==> config.mk <==
export PLATFORM = sky130hd
export DESIGN_NAME = scancode_to_ascii_fifo_core
export DESIGN_NICKNAME = d
export VERILOG_FILES = /design/src/hdl/sta_pkg.sv /design/src/hdl/scancode_to_ascii_fifo_core.sv /design/src/hdl/sta_ram.sv /design/src/hdl/sta_decode.sv /design/src/hdl/sta_opq.sv /design/src/hdl/sta_ring.sv
export SDC_FILE = /design/constraint.sdc
export NUM_CORES = 1
export LEC_CHECK = 0
export ABC_CLOCK_PERIOD_IN_PS = 4600
export BUFFER_PORTS_ARGS = -buffer_cell sky130_fd_sc_hd__buf_2
export CORE_AREA = 2 2 276 278
export DETAILED_ROUTE_END_ITERATION = 8
export DIE_AREA = 0 0 278 280
export PLACE_DENSITY_LB_ADDON = 0.15
export SETUP_SLACK_MARGIN = 0.4
export SYNTH_ARGS = -nofsm -noshare
export SYNTH_HDL_FRONTEND = slang
export SYNTH_SLANG_ARGS = --single-unit
==> constraint.sdc <==
create_clock -name clk -period 4.6 [get_ports clk]
set_input_delay 0.92 -clock clk [delete_from_list [all_inputs] [get_ports clk]]
set_output_delay 0.92 -clock clk [all_outputs]
set_load 0.01 [all_outputs]
==> src/hdl/sta_pkg.sv <==
`timescale 1ns / 1ps
// ----------------------------------------------------------------------------
// sta_pkg
// shared types, sizes and us-layout key tables for the scancode front end
// ----------------------------------------------------------------------------
package sta_pkg;

    localparam int BUFFER_DEPTH = 128;
    localparam int PTR_W        = (BUFFER_DEPTH > 1) ? $clog2(BUFFER_DEPTH) : 1;
    localparam int CHAR_W       = 7;

    typedef struct packed {
        logic       action;
        logic [7:0] scan_byte;
    } in_t;

    typedef struct packed {
        logic              empty_res;
        logic [CHAR_W-1:0] key_char;
    } out_t;

    // queued work for the back end: a character to store or a poll
    typedef struct packed {
        logic              is_poll;
        logic [CHAR_W-1:0] ch;
    } op_t;

    function automatic logic [CHAR_W-1:0] plain_char(input logic [6:0] code);
        logic [CHAR_W-1:0] r;
        begin
            case (code)
                7'h01: r = 7'h1B;  7'h02: r = 7'h31;  7'h03: r = 7'h32;  7'h04: r = 7'h33;
                7'h05: r = 7'h34;  7'h06: r = 7'h35;  7'h07: r = 7'h36;  7'h08: r = 7'h37;
                7'h09: r = 7'h38;  7'h0A: r = 7'h39;  7'h0B: r = 7'h30;  7'h0C: r = 7'h2D;
                7'h0D: r = 7'h3D;  7'h0E: r = 7'h08;  7'h0F: r = 7'h09;
                7'h10: r = 7'h71;  7'h11: r = 7'h77;  7'h12: r = 7'h65;  7'h13: r = 7'h72;
                7'h14: r = 7'h74;  7'h15: r = 7'h79;  7'h16: r = 7'h75;  7'h17: r = 7'h69;
                7'h18: r = 7'h6F;  7'h19: r = 7'h70;  7'h1A: r = 7'h5B;  7'h1B: r = 7'h5D;
                7'h1C: r = 7'h0A;  7'h1E: r = 7'h61;  7'h1F: r = 7'h73;
                7'h20: r = 7'h64;  7'h21: r = 7'h66;  7'h22: r = 7'h67;  7'h23: r = 7'h68;
                7'h24: r = 7'h6A;  7'h25: r = 7'h6B;  7'h26: r = 7'h6C;  7'h27: r = 7'h3B;
                7'h28: r = 7'h27;  7'h29: r = 7'h60;  7'h2B: r = 7'h5C;  7'h2C: r = 7'h7A;
                7'h2D: r = 7'h78;  7'h2E: r = 7'h63;  7'h2F: r = 7'h76;
                7'h30: r = 7'h62;  7'h31: r = 7'h6E;  7'h32: r = 7'h6D;  7'h33: r = 7'h2C;
                7'h34: r = 7'h2E;  7'h35: r = 7'h2F;  7'h37: r = 7'h2A;  7'h39: r = 7'h20;
                default: r = '0;
            endcase
            return r;
        end
    endfunction

    function automatic logic [CHAR_W-1:0] shift_char(input logic [6:0] code);
        logic [CHAR_W-1:0] r;
        begin
            case (code)
                7'h01: r = 7'h1B;  7'h02: r = 7'h21;  7'h03: r = 7'h40;  7'h04: r = 7'h23;
                7'h05: r = 7'h24;  7'h06: r = 7'h25;  7'h07: r = 7'h5E;  7'h08: r = 7'h26;
                7'h09: r = 7'h2A;  7'h0A: r = 7'h28;  7'h0B: r = 7'h29;  7'h0C: r = 7'h5F;
                7'h0D: r = 7'h2B;  7'h0E: r = 7'h08;  7'h0F: r = 7'h09;
                7'h10: r = 7'h51;  7'h11: r = 7'h57;  7'h12: r = 7'h45;  7'h13: r = 7'h52;
                7'h14: r = 7'h54;  7'h15: r = 7'h59;  7'h16: r = 7'h55;  7'h17: r = 7'h49;
                7'h18: r = 7'h4F;  7'h19: r = 7'h50;  7'h1A: r = 7'h7B;  7'h1B: r = 7'h7D;
                7'h1C: r = 7'h0A;  7'h1E: r = 7'h41;  7'h1F: r = 7'h53;
                7'h20: r = 7'h44;  7'h21: r = 7'h46;  7'h22: r = 7'h47;  7'h23: r = 7'h48;
                7'h24: r = 7'h4A;  7'h25: r = 7'h4B;  7'h26: r = 7'h4C;  7'h27: r = 7'h3A;
                7'h28: r = 7'h22;  7'h29: r = 7'h7E;  7'h2B: r = 7'h7C;  7'h2C: r = 7'h5A;
                7'h2D: r = 7'h58;  7'h2E: r = 7'h43;  7'h2F: r = 7'h56;
                7'h30: r = 7'h42;  7'h31: r = 7'h4E;  7'h32: r = 7'h4D;  7'h33: r = 7'h3C;
                7'h34: r = 7'h3E;  7'h35: r = 7'h3F;  7'h37: r = 7'h2A;  7'h39: r = 7'h20;
                default: r = '0;
            endcase
            return r;
        end
    endfunction

endpackage

==> src/hdl/scancode_to_ascii_fifo_core.sv <==
`timescale 1ns / 1ps
// ----------------------------------------------------------------------------
// scancode_to_ascii_fifo_core
// scancode set 1 to us-layout ascii decoder with a polled character buffer
// ----------------------------------------------------------------------------
// Each cmd beat is either a scancode byte (action = 0) or a poll (action = 1).
// Scancode bytes update shift, ctrl, caps lock and the e0 prefix state; key
// presses that map to a character are stored in a ring buffer that holds up
// to BUFFER_DEPTH-1 characters, and a character arriving at a full buffer is
// dropped. Only polls give a rsp beat: the oldest character, or empty_res = 1
// with key_char = 0 when nothing is buffered. The block takes one cmd beat
// per clock; a poll's rsp beat passes through the op queue register and the
// output register before it comes out. The ring buffer ram has one write
// and one read port, and the back end serves one queued op per cycle, so a
// stalled rsp side only holds the input once the two-entry op queue has
// filled. No clearing pass is needed after reset.
// ----------------------------------------------------------------------------
module scancode_to_ascii_fifo_core (
    input  logic          clk,
    input  logic          rst_n,
    input  logic          cmd_valid,
    output logic          cmd_ready,
    input  sta_pkg::in_t  cmd,
    output logic          rsp_valid,
    input  logic          rsp_ready,
    output sta_pkg::out_t rsp
);
    import sta_pkg::*;

    // decoder to queue
    logic q_space;
    logic push;
    op_t  push_op;

    // queue to ring buffer
    logic q_valid;
    op_t  q_op;
    logic q_pop;

    // front: modifier tracking and key table lookup
    sta_decode u_decode (
        .clk       (clk),
        .rst_n     (rst_n),
        .cmd_valid (cmd_valid),
        .cmd_ready (cmd_ready),
        .cmd       (cmd),
        .q_space   (q_space),
        .push      (push),
        .push_op   (push_op)
    );

    // short queue so each side can stall on its own
    sta_opq u_opq (
        .clk     (clk),
        .rst_n   (rst_n),
        .push    (push),
        .push_op (push_op),
        .space   (q_space),
        .q_valid (q_valid),
        .q_op    (q_op),
        .pop     (q_pop)
    );

    // back: character store, polls, output register
    sta_ring u_ring (
        .clk       (clk),
        .rst_n     (rst_n),
        .q_valid   (q_valid),
        .q_op      (q_op),
        .q_pop     (q_pop),
        .rsp_valid (rsp_valid),
        .rsp_ready (rsp_ready),
        .rsp       (rsp)
    );

endmodule

==> src/hdl/sta_ram.sv <==
`timescale 1ns / 1ps
// ----------------------------------------------------------------------------
// sta_ram
// generic single write port, single read port ram with registered read
// ----------------------------------------------------------------------------
module sta_ram #(
    parameter int WIDTH = 8,
    parameter int DEPTH = 16
) (
    input  logic                                    clk,
    input  logic                                    we,
    input  logic [((DEPTH > 1) ? $clog2(DEPTH) : 1)-1:0] waddr,
    input  logic [WIDTH-1:0]                        wdata,
    input  logic [((DEPTH > 1) ? $clog2(DEPTH) : 1)-1:0] raddr,
    output logic [WIDTH-1:0]                        rdata
);

    logic [WIDTH-1:0] mem [DEPTH];

    // read returns the old contents on a same-address write
    always_ff @(posedge clk)
    begin
        if (we)
        begin
            mem[waddr] <= wdata;
        end
        rdata <= mem[raddr];
    end

endmodule

==> src/hdl/sta_decode.sv <==
`timescale 1ns / 1ps
// ----------------------------------------------------------------------------
// sta_decode
// front end: tracks modifiers and turns scancode bytes into character ops
// ----------------------------------------------------------------------------
module sta_decode (
    input  logic          clk,
    input  logic          rst_n,
    input  logic          cmd_valid,
    output logic          cmd_ready,
    input  sta_pkg::in_t  cmd,
    input  logic          q_space,
    output logic          push,
    output sta_pkg::op_t  push_op
);
    import sta_pkg::*;

    localparam logic [7:0]        SC_PREFIX  = 8'hE0;
    localparam logic [6:0]        SC_SHIFT_L = 7'h2A;
    localparam logic [6:0]        SC_SHIFT_R = 7'h36;
    localparam logic [6:0]        SC_CTRL    = 7'h1D;
    localparam logic [6:0]        SC_CAPS    = 7'h3A;
    localparam logic [CHAR_W-1:0] CTRL_MASK  = 7'h1F;
    localparam logic [CHAR_W-1:0] CASE_DELTA = 7'h20;
    localparam logic [CHAR_W-1:0] LOW_A      = 7'h61;
    localparam logic [CHAR_W-1:0] LOW_Z      = 7'h7A;
    localparam logic [CHAR_W-1:0] UP_A       = 7'h41;
    localparam logic [CHAR_W-1:0] UP_Z       = 7'h5A;

    logic shift_reg, shift_next;
    logic ctrl_reg,  ctrl_next;
    logic caps_reg,  caps_next;
    logic pfx_reg,   pfx_next;

    logic              accept;
    logic              rel;
    logic [6:0]        code;
    logic [CHAR_W-1:0] raw_ch;
    logic [CHAR_W-1:0] case_ch;
    logic [CHAR_W-1:0] fin_ch;
    logic              emit;

    assign cmd_ready = q_space;
    assign accept    = cmd_valid && cmd_ready;
    assign rel       = cmd.scan_byte[7];
    assign code      = cmd.scan_byte[6:0];

    // table lookup, then caps and ctrl adjustment
    always_comb
    begin
        raw_ch = shift_reg ? shift_char(code) : plain_char(code);
        if (caps_reg && !shift_reg && raw_ch >= LOW_A && raw_ch <= LOW_Z)
        begin
            case_ch = raw_ch - CASE_DELTA;
        end
        else if (caps_reg && shift_reg && raw_ch >= UP_A && raw_ch <= UP_Z)
        begin
            case_ch = raw_ch + CASE_DELTA;
        end
        else
        begin
            case_ch = raw_ch;
        end
        if (ctrl_reg && case_ch >= LOW_A && case_ch <= LOW_Z)
        begin
            fin_ch = case_ch & CTRL_MASK;
        end
        else
        begin
            fin_ch = case_ch;
        end
    end

    always_comb
    begin
        shift_next = shift_reg;
        ctrl_next  = ctrl_reg;
        caps_next  = caps_reg;
        pfx_next   = pfx_reg;
        emit       = 1'b0;
        if (cmd.action)
        begin
            emit = 1'b1;
        end
        else if (cmd.scan_byte == SC_PREFIX)
        begin
            pfx_next = 1'b1;
        end
        else if (pfx_reg)
        begin
            pfx_next = 1'b0;
            if (code == SC_CTRL)
            begin
                ctrl_next = !rel;
            end
        end
        else if (code == SC_SHIFT_L || code == SC_SHIFT_R)
        begin
            shift_next = !rel;
        end
        else if (code == SC_CTRL)
        begin
            ctrl_next = !rel;
        end
        else if (code == SC_CAPS)
        begin
            if (!rel)
            begin
                caps_next = !caps_reg;
            end
        end
        else if (!rel && raw_ch != '0)
        begin
            emit = 1'b1;
        end
    end

    assign push            = accept && emit;
    assign push_op.is_poll = cmd.action;
    assign push_op.ch      = fin_ch;

    always_ff @(posedge clk or negedge rst_n)
    begin
        if (!rst_n)
        begin
            shift_reg <= 1'b0;
            ctrl_reg  <= 1'b0;
            caps_reg  <= 1'b0;
            pfx_reg   <= 1'b0;
        end
        else if (accept)
        begin
            shift_reg <= shift_next;
            ctrl_reg  <= ctrl_next;
            caps_reg  <= caps_next;
            pfx_reg   <= pfx_next;
        end
    end

endmodule

==> src/hdl/sta_opq.sv <==
`timescale 1ns / 1ps
// ----------------------------------------------------------------------------
// sta_opq
// two-entry op queue between the decoder and the ring buffer
// ----------------------------------------------------------------------------
module sta_opq (
    input  logic          clk,
    input  logic          rst_n,
    input  logic          push,
    input  sta_pkg::op_t  push_op,
    output logic          space,
    output logic          q_valid,
    output sta_pkg::op_t  q_op,
    input  logic          pop
);
    import sta_pkg::*;

    op_t        slot_reg [2];
    logic       head_reg, head_next;
    logic [1:0] count_reg, count_next;
    logic       tail;

    assign space   = (count_reg != 2'd2);
    assign q_valid = (count_reg != 2'd0);
    assign q_op    = slot_reg[head_reg];
    assign tail    = head_reg ^ count_reg[0];

    always_comb
    begin
        head_next  = pop ? !head_reg : head_reg;
        count_next = count_reg;
        if (push && !pop)
        begin
            count_next = count_reg + 2'd1;
        end
        else if (pop && !push)
        begin
            count_next = count_reg - 2'd1;
        end
    end

    always_ff @(posedge clk or negedge rst_n)
    begin
        if (!rst_n)
        begin
            head_reg  <= 1'b0;
            count_reg <= 2'd0;
        end
        else
        begin
            head_reg  <= head_next;
            count_reg <= count_next;
        end
    end

    always_ff @(posedge clk)
    begin
        if (push)
        begin
            slot_reg[tail] <= push_op;
        end
    end

endmodule

==> src/hdl/sta_ring.sv <==
`timescale 1ns / 1ps
// ----------------------------------------------------------------------------
// sta_ring
// back end: character ring buffer in ram, serves polls into an output register
// ----------------------------------------------------------------------------
module sta_ring (
    input  logic          clk,
    input  logic          rst_n,
    input  logic          q_valid,
    input  sta_pkg::op_t  q_op,
    output logic          q_pop,
    output logic          rsp_valid,
    input  logic          rsp_ready,
    output sta_pkg::out_t rsp
);
    import sta_pkg::*;

    localparam logic [PTR_W-1:0] PTR_LAST = PTR_W'(BUFFER_DEPTH - 1);

    logic [PTR_W-1:0]  wr_ptr_reg, wr_ptr_next;
    logic [PTR_W-1:0]  rd_ptr_reg, rd_ptr_next;
    logic [PTR_W-1:0]  wr_inc, rd_inc;
    logic              rsp_valid_reg, rsp_valid_next;
    out_t              rsp_reg;
    logic              byp_reg, byp_next;
    logic [CHAR_W-1:0] byp_data_reg;
    logic [CHAR_W-1:0] ram_rdata;
    logic [CHAR_W-1:0] head_ch;
    logic              empty, full;
    logic              take_poll, take_write;
    logic              wr_en, rd_adv;

    assign wr_inc = (wr_ptr_reg == PTR_LAST) ? '0 : wr_ptr_reg + PTR_W'(1);
    assign rd_inc = (rd_ptr_reg == PTR_LAST) ? '0 : rd_ptr_reg + PTR_W'(1);
    assign empty  = (wr_ptr_reg == rd_ptr_reg);
    assign full   = (wr_inc == rd_ptr_reg);

    assign take_poll  = q_valid && q_op.is_poll && (!rsp_valid_reg || rsp_ready);
    assign take_write = q_valid && !q_op.is_poll;
    assign q_pop      = take_poll || take_write;

    assign wr_en  = take_write && !full;
    assign rd_adv = take_poll && !empty;

    assign wr_ptr_next = wr_en ? wr_inc : wr_ptr_reg;
    assign rd_ptr_next = rd_adv ? rd_inc : rd_ptr_reg;

    // ram read tracks the head; a write into the head slot is forwarded
    assign byp_next = wr_en && (wr_ptr_reg == rd_ptr_next);
    assign head_ch  = byp_reg ? byp_data_reg : ram_rdata;

    assign rsp_valid_next = take_poll ? 1'b1 : (rsp_ready ? 1'b0 : rsp_valid_reg);

    sta_ram #(
        .WIDTH (CHAR_W),
        .DEPTH (BUFFER_DEPTH)
    ) u_store (
        .clk   (clk),
        .we    (wr_en),
        .waddr (wr_ptr_reg),
        .wdata (q_op.ch),
        .raddr (rd_ptr_next),
        .rdata (ram_rdata)
    );

    always_ff @(posedge clk or negedge rst_n)
    begin
        if (!rst_n)
        begin
            wr_ptr_reg    <= '0;
            rd_ptr_reg    <= '0;
            rsp_valid_reg <= 1'b0;
            byp_reg       <= 1'b0;
        end
        else
        begin
            wr_ptr_reg    <= wr_ptr_next;
            rd_ptr_reg    <= rd_ptr_next;
            rsp_valid_reg <= rsp_valid_next;
            byp_reg       <= byp_next;
        end
    end

    always_ff @(posedge clk)
    begin
        byp_data_reg <= q_op.ch;
        if (take_poll)
        begin
            rsp_reg.empty_res <= empty;
            rsp_reg.key_char  <= empty ? '0 : head_ch;
        end
    end

    assign rsp_valid = rsp_valid_reg;
    assign rsp       = rsp_reg;

`ifndef SYNTHESIS
    a_ptr_range: assert property (@(posedge clk) disable iff (!rst_n)
        wr_ptr_reg <= PTR_LAST && rd_ptr_reg <= PTR_LAST)
        else $error("ring pointer out of range");

    a_empty_zero: assert property (@(posedge clk) disable iff (!rst_n)
        rsp_valid_reg && rsp_reg.empty_res |-> rsp_reg.key_char == '0)
        else $error("empty poll carries a character");

    a_pop_nonempty: assert property (@(posedge clk) disable iff (!rst_n)
        rd_adv |-> wr_ptr_reg != rd_ptr_reg)
        else $error("read pointer advanced on an empty buffer");

    a_no_overrun: assert property (@(posedge clk) disable iff (!rst_n)
        wr_en |=> wr_ptr_reg != rd_ptr_reg)
        else $error("write pointer overran the read pointer");
`endif

endmodule

==> key figures <==
Outcome
  • Status: completed

Clock tree
  • Root buf cell: clkbuf_16
  • CTS Buffer Depth: 3
  • TritonCTS buffer count: 97
  • # clock sinks: 957
  • Latest clock arrival within the worst-skew pair: roughly 0.67 ns
  • Clock transition at path regs: 0.07 ns
  • TritonCTS clock tree: done
  • Hold Buf Count CTS: 0
  • Max H-tree Level: 3

Placement
  • Area after DPL: approximately 43000 um2
  • # port buffers: 22
  • DP Wirelength: 72700 um
  • RD Place Congestion: roughly 0.91
  • Post-Place Cells: approximately 4000

STA
  • Final hold violation count: 0
  • Slew of the pin with the lowest slew margin: 1.08 ns
  • Fmax: approximately 240 MHz
  • Setup Viol. Count Final: 0
  • Final worst path period need: between 4 and 5 ns
  • Fin crit share: about 92%
  • Slew HR: between 20% and 30%
  • Slew Viols, Final: 0
  • Worst Skew: approximately 0.032 ns
  • Unrepaired setup endpoints after global routing: yes

Run
  • Max_cap viols: 0

Synth
  • Post-synthesis sequential area ratio: roughly 70%
  • Post-synthesis mux area share: about 2.9%
  • Dominant synthesized flop cell: edfxtp_1
  • FF+latch count, synth: approximately 960
  • XOR/XNOR Fraction of Synth Area: 0.750%
  • Post-synth EDFFs: between 900 and 1000
  • Asr flop ratio synth: roughly 2.4%
  • Adder-cell share of the synthesized area: less than 1%
  • Syn_nets: between 3000 and 4000
  • Synth cell types: 82
  • Largest family of logic cells by synthesized area: simple AND/OR/NAND/NOR gates
  • Syn Inst Count: ~3000
  • Synth warn: 0
  • Mean post-synth cell area: between 10 and 15 um2
  • Compound-Gate Fraction of Synth Area: between 10% and 20%
  • Mapped Area: about 41000 um2
  • Synth Area in Simple Gates: 12.4%

Floorplanning
  • Initial Util: a little over half
  • Die area: 77800 um2
  • Core Footprint: around 75000 um2
  • Die Wd: ~280 um
  • Site Rows: about 100
  • I/O pins: 23
  • Chip height: 280 um

Global route
  • First-pass GRT wire length: 176000 um
  • Overflow after GRT: 0
  • Total GRT Usage: between 30% and 40%
  • Largest net degree at the start of global routing: 85
  • Initial antenna violation count: 2
  • Number of global-route vias before repair: 26600

Final layout
  • Max FFs per register: 896
  • Diode count: 0
  • Fin area: ~46000 um2
  • Area Growth Syn to Fin: 13.9%
  • Fin cells: about 4200
  • Final net count: ~3200
  • Layout cells sized above 1: 15.0%
  • Fillers: approximately 5700

Drt
  • Via density: approximately 6.5
  • DRT Pass-1 Iters: 6
  • Final Routed Wirelength: 120000 um
  • DRC: 0
  • DRT iter0 DRCs: 3785
  • Antenna viol nets, final: 0
  • WL/cell: about 28 um
  • DR vias: approximately 27000

Pwr
  • Design Power: approximately 0.034 W
  • P per Cell Area: 742 nW/um2
  • Leak Pwr: between 15 and 20 nW
  • Maximum VDD drop: approximately 0.00067 V

Critical path
  • Critical path endpoint category: flop
  • Setup Crit Path Kind: reg2reg
  • Critical Path RT: between 5 and 6 ns
  • WP data arrival: between 4 and 5 ns
  • Startpoint types: flop
  • Peak fanout along the critical path: 66

Worst hold path
  • HP Class: in2async
==> kinds of logic (layout without fill, tap and decap cells) <==
logic type | count (synthesis) | count (layout)
simple gates | 1131 | 1131
flops | 957 | 957
compound gates | 564 | 564
buf+inv | 261 | 454
mux | 92 | 92
xor+xnor | 34 | 34
fa+ha+maj | 17 | 17
==> power by group <==
| part | internal [W] | total (W) | switching [W] |
|---|---|---|---|
| logic | 0.00473 | 0.0153 | 0.0105 |
| registers | 0.0110 | 0.0113 | 0.000290 |
| clock network | 0.00458 | 0.00785 | 0.00328 |
==> path summary, 6_finish.rpt <==
check / start / to / slack (ns) / depth (start not counted)
worst max-delay path: u_ring.rd_ptr_reg[4] / u_ring.u_store.rdata[0] / 0.39 / 13
worst min register to register: u_decode.ctrl_reg / u_decode.ctrl_reg / 0.51 / 2
min in group clk: cmd[7] / u_decode.shift_reg / 0.49 / 2
worst min-delay path: rst_n / u_ring.rd_ptr_reg[6] / 0.24 / 1
worst max register to register: u_ring.rd_ptr_reg[4] / u_ring.u_store.rdata[0] / 0.39 / 13
max in group asynchronous: rst_n / u_ring.rd_ptr_reg[1] / 3.95 / 1
==> what timing repair did <==
item / in CTS / in global routing
endpoints found under the setup margin: 13 / 437
resized for setup: 6 / 32
pin swaps: 1 / 1
buffers inserted: 3 / 0
hold endpoints to repair: 0 / 0
==> final cells by class <==
cell class              instances  area [um2]  area share [%]
flip-flops and latches        957       28500            61.4
multi-input cells            1838       11200            24.2
clock buffers                 119        2570            5.55
repair buffers                252        2200            4.74
well taps                     978        1220            2.64
clock inverters                58         568            1.22
inverters                      25         120           0.259
==> synth_stat cells (21+ instances only) <==
cell type  instances  share of area, %
a211oi_1         156               2.9
nand3_1          137               1.7
nor3_1            39              0.48
nor2b_1           21              0.32
dfrtp_1           23               1.4
nor2_1           180               1.7
buf_2            101               1.2
mux2i_1           56               1.4
a311oi_1         129               2.8
a21boi_0          26              0.48
a31oi_1           67               1.0
a21oi_1           32              0.39
nand2_1          557               5.1
xnor2_1           27              0.58
clkbuf_1         101              0.93
and3_1           120               1.8
edfxtp_1         920                68
o21ai_0           38              0.47
==> critical path: stages, from the launching register on <==
cell and delay, ns:
dfrtp_1 0.50, xor2_1 0.26, or3_4 0.49, o211ai_4 0.27, and2_4 0.28, buf_12 0.23
buf_12 0.32, buf_6 0.30, nand2_1 0.08, a31oi_1 0.49, o221ai_1 0.19, o31ai_1 0.15
a32o_1 0.35, a21o_1 0.15
==> metal layers <==
| layer | wire length (um) | vias to the layer above | GRT usage, % |
|---|---|---|---|
| met5 | 13 | - | 0 |
| met4 | 4970 | 2 | 12.3 |
| met3 | 11400 | 278 | 5.70 |
| met2 | 55200 | 1553 | 47.8 |
| met1 | 47900 | 13700 | 42.8 |
| li1 | - | 12000 | - |
==> metrics by stage <==
stage | hold WS (ns) | TNS, ns | utilization, % | setup WS (ns)
floorplan | 0.442 | 0 | - | 0.392
global placement | 0.491 | -0.127 | 57.4 | -0.127
detailed placement | 0.505 | -0.240 | 57.4 | -0.240
CTS | 0.246 | 0 | 61.6 | 0.350
global route | 0.272 | 0 | 61.7 | 0.287
finish | 0.245 | 0 | 61.7 | 0.386
==> layout by cell type, fill, tap and decap left out, types with 37 or more instances in the layout <==
master       n
mux2i_1     55
nand2_1    557
clkbuf_16  100
a31oi_1     66
nand3_1    137
nor3_1      38
o21ai_0     37
buf_4      199
and3_1     120
a211oi_1   154
a311oi_1   128
nor2_1     169
edfxtp_1   920
Power figures use the tool's default switching activity.
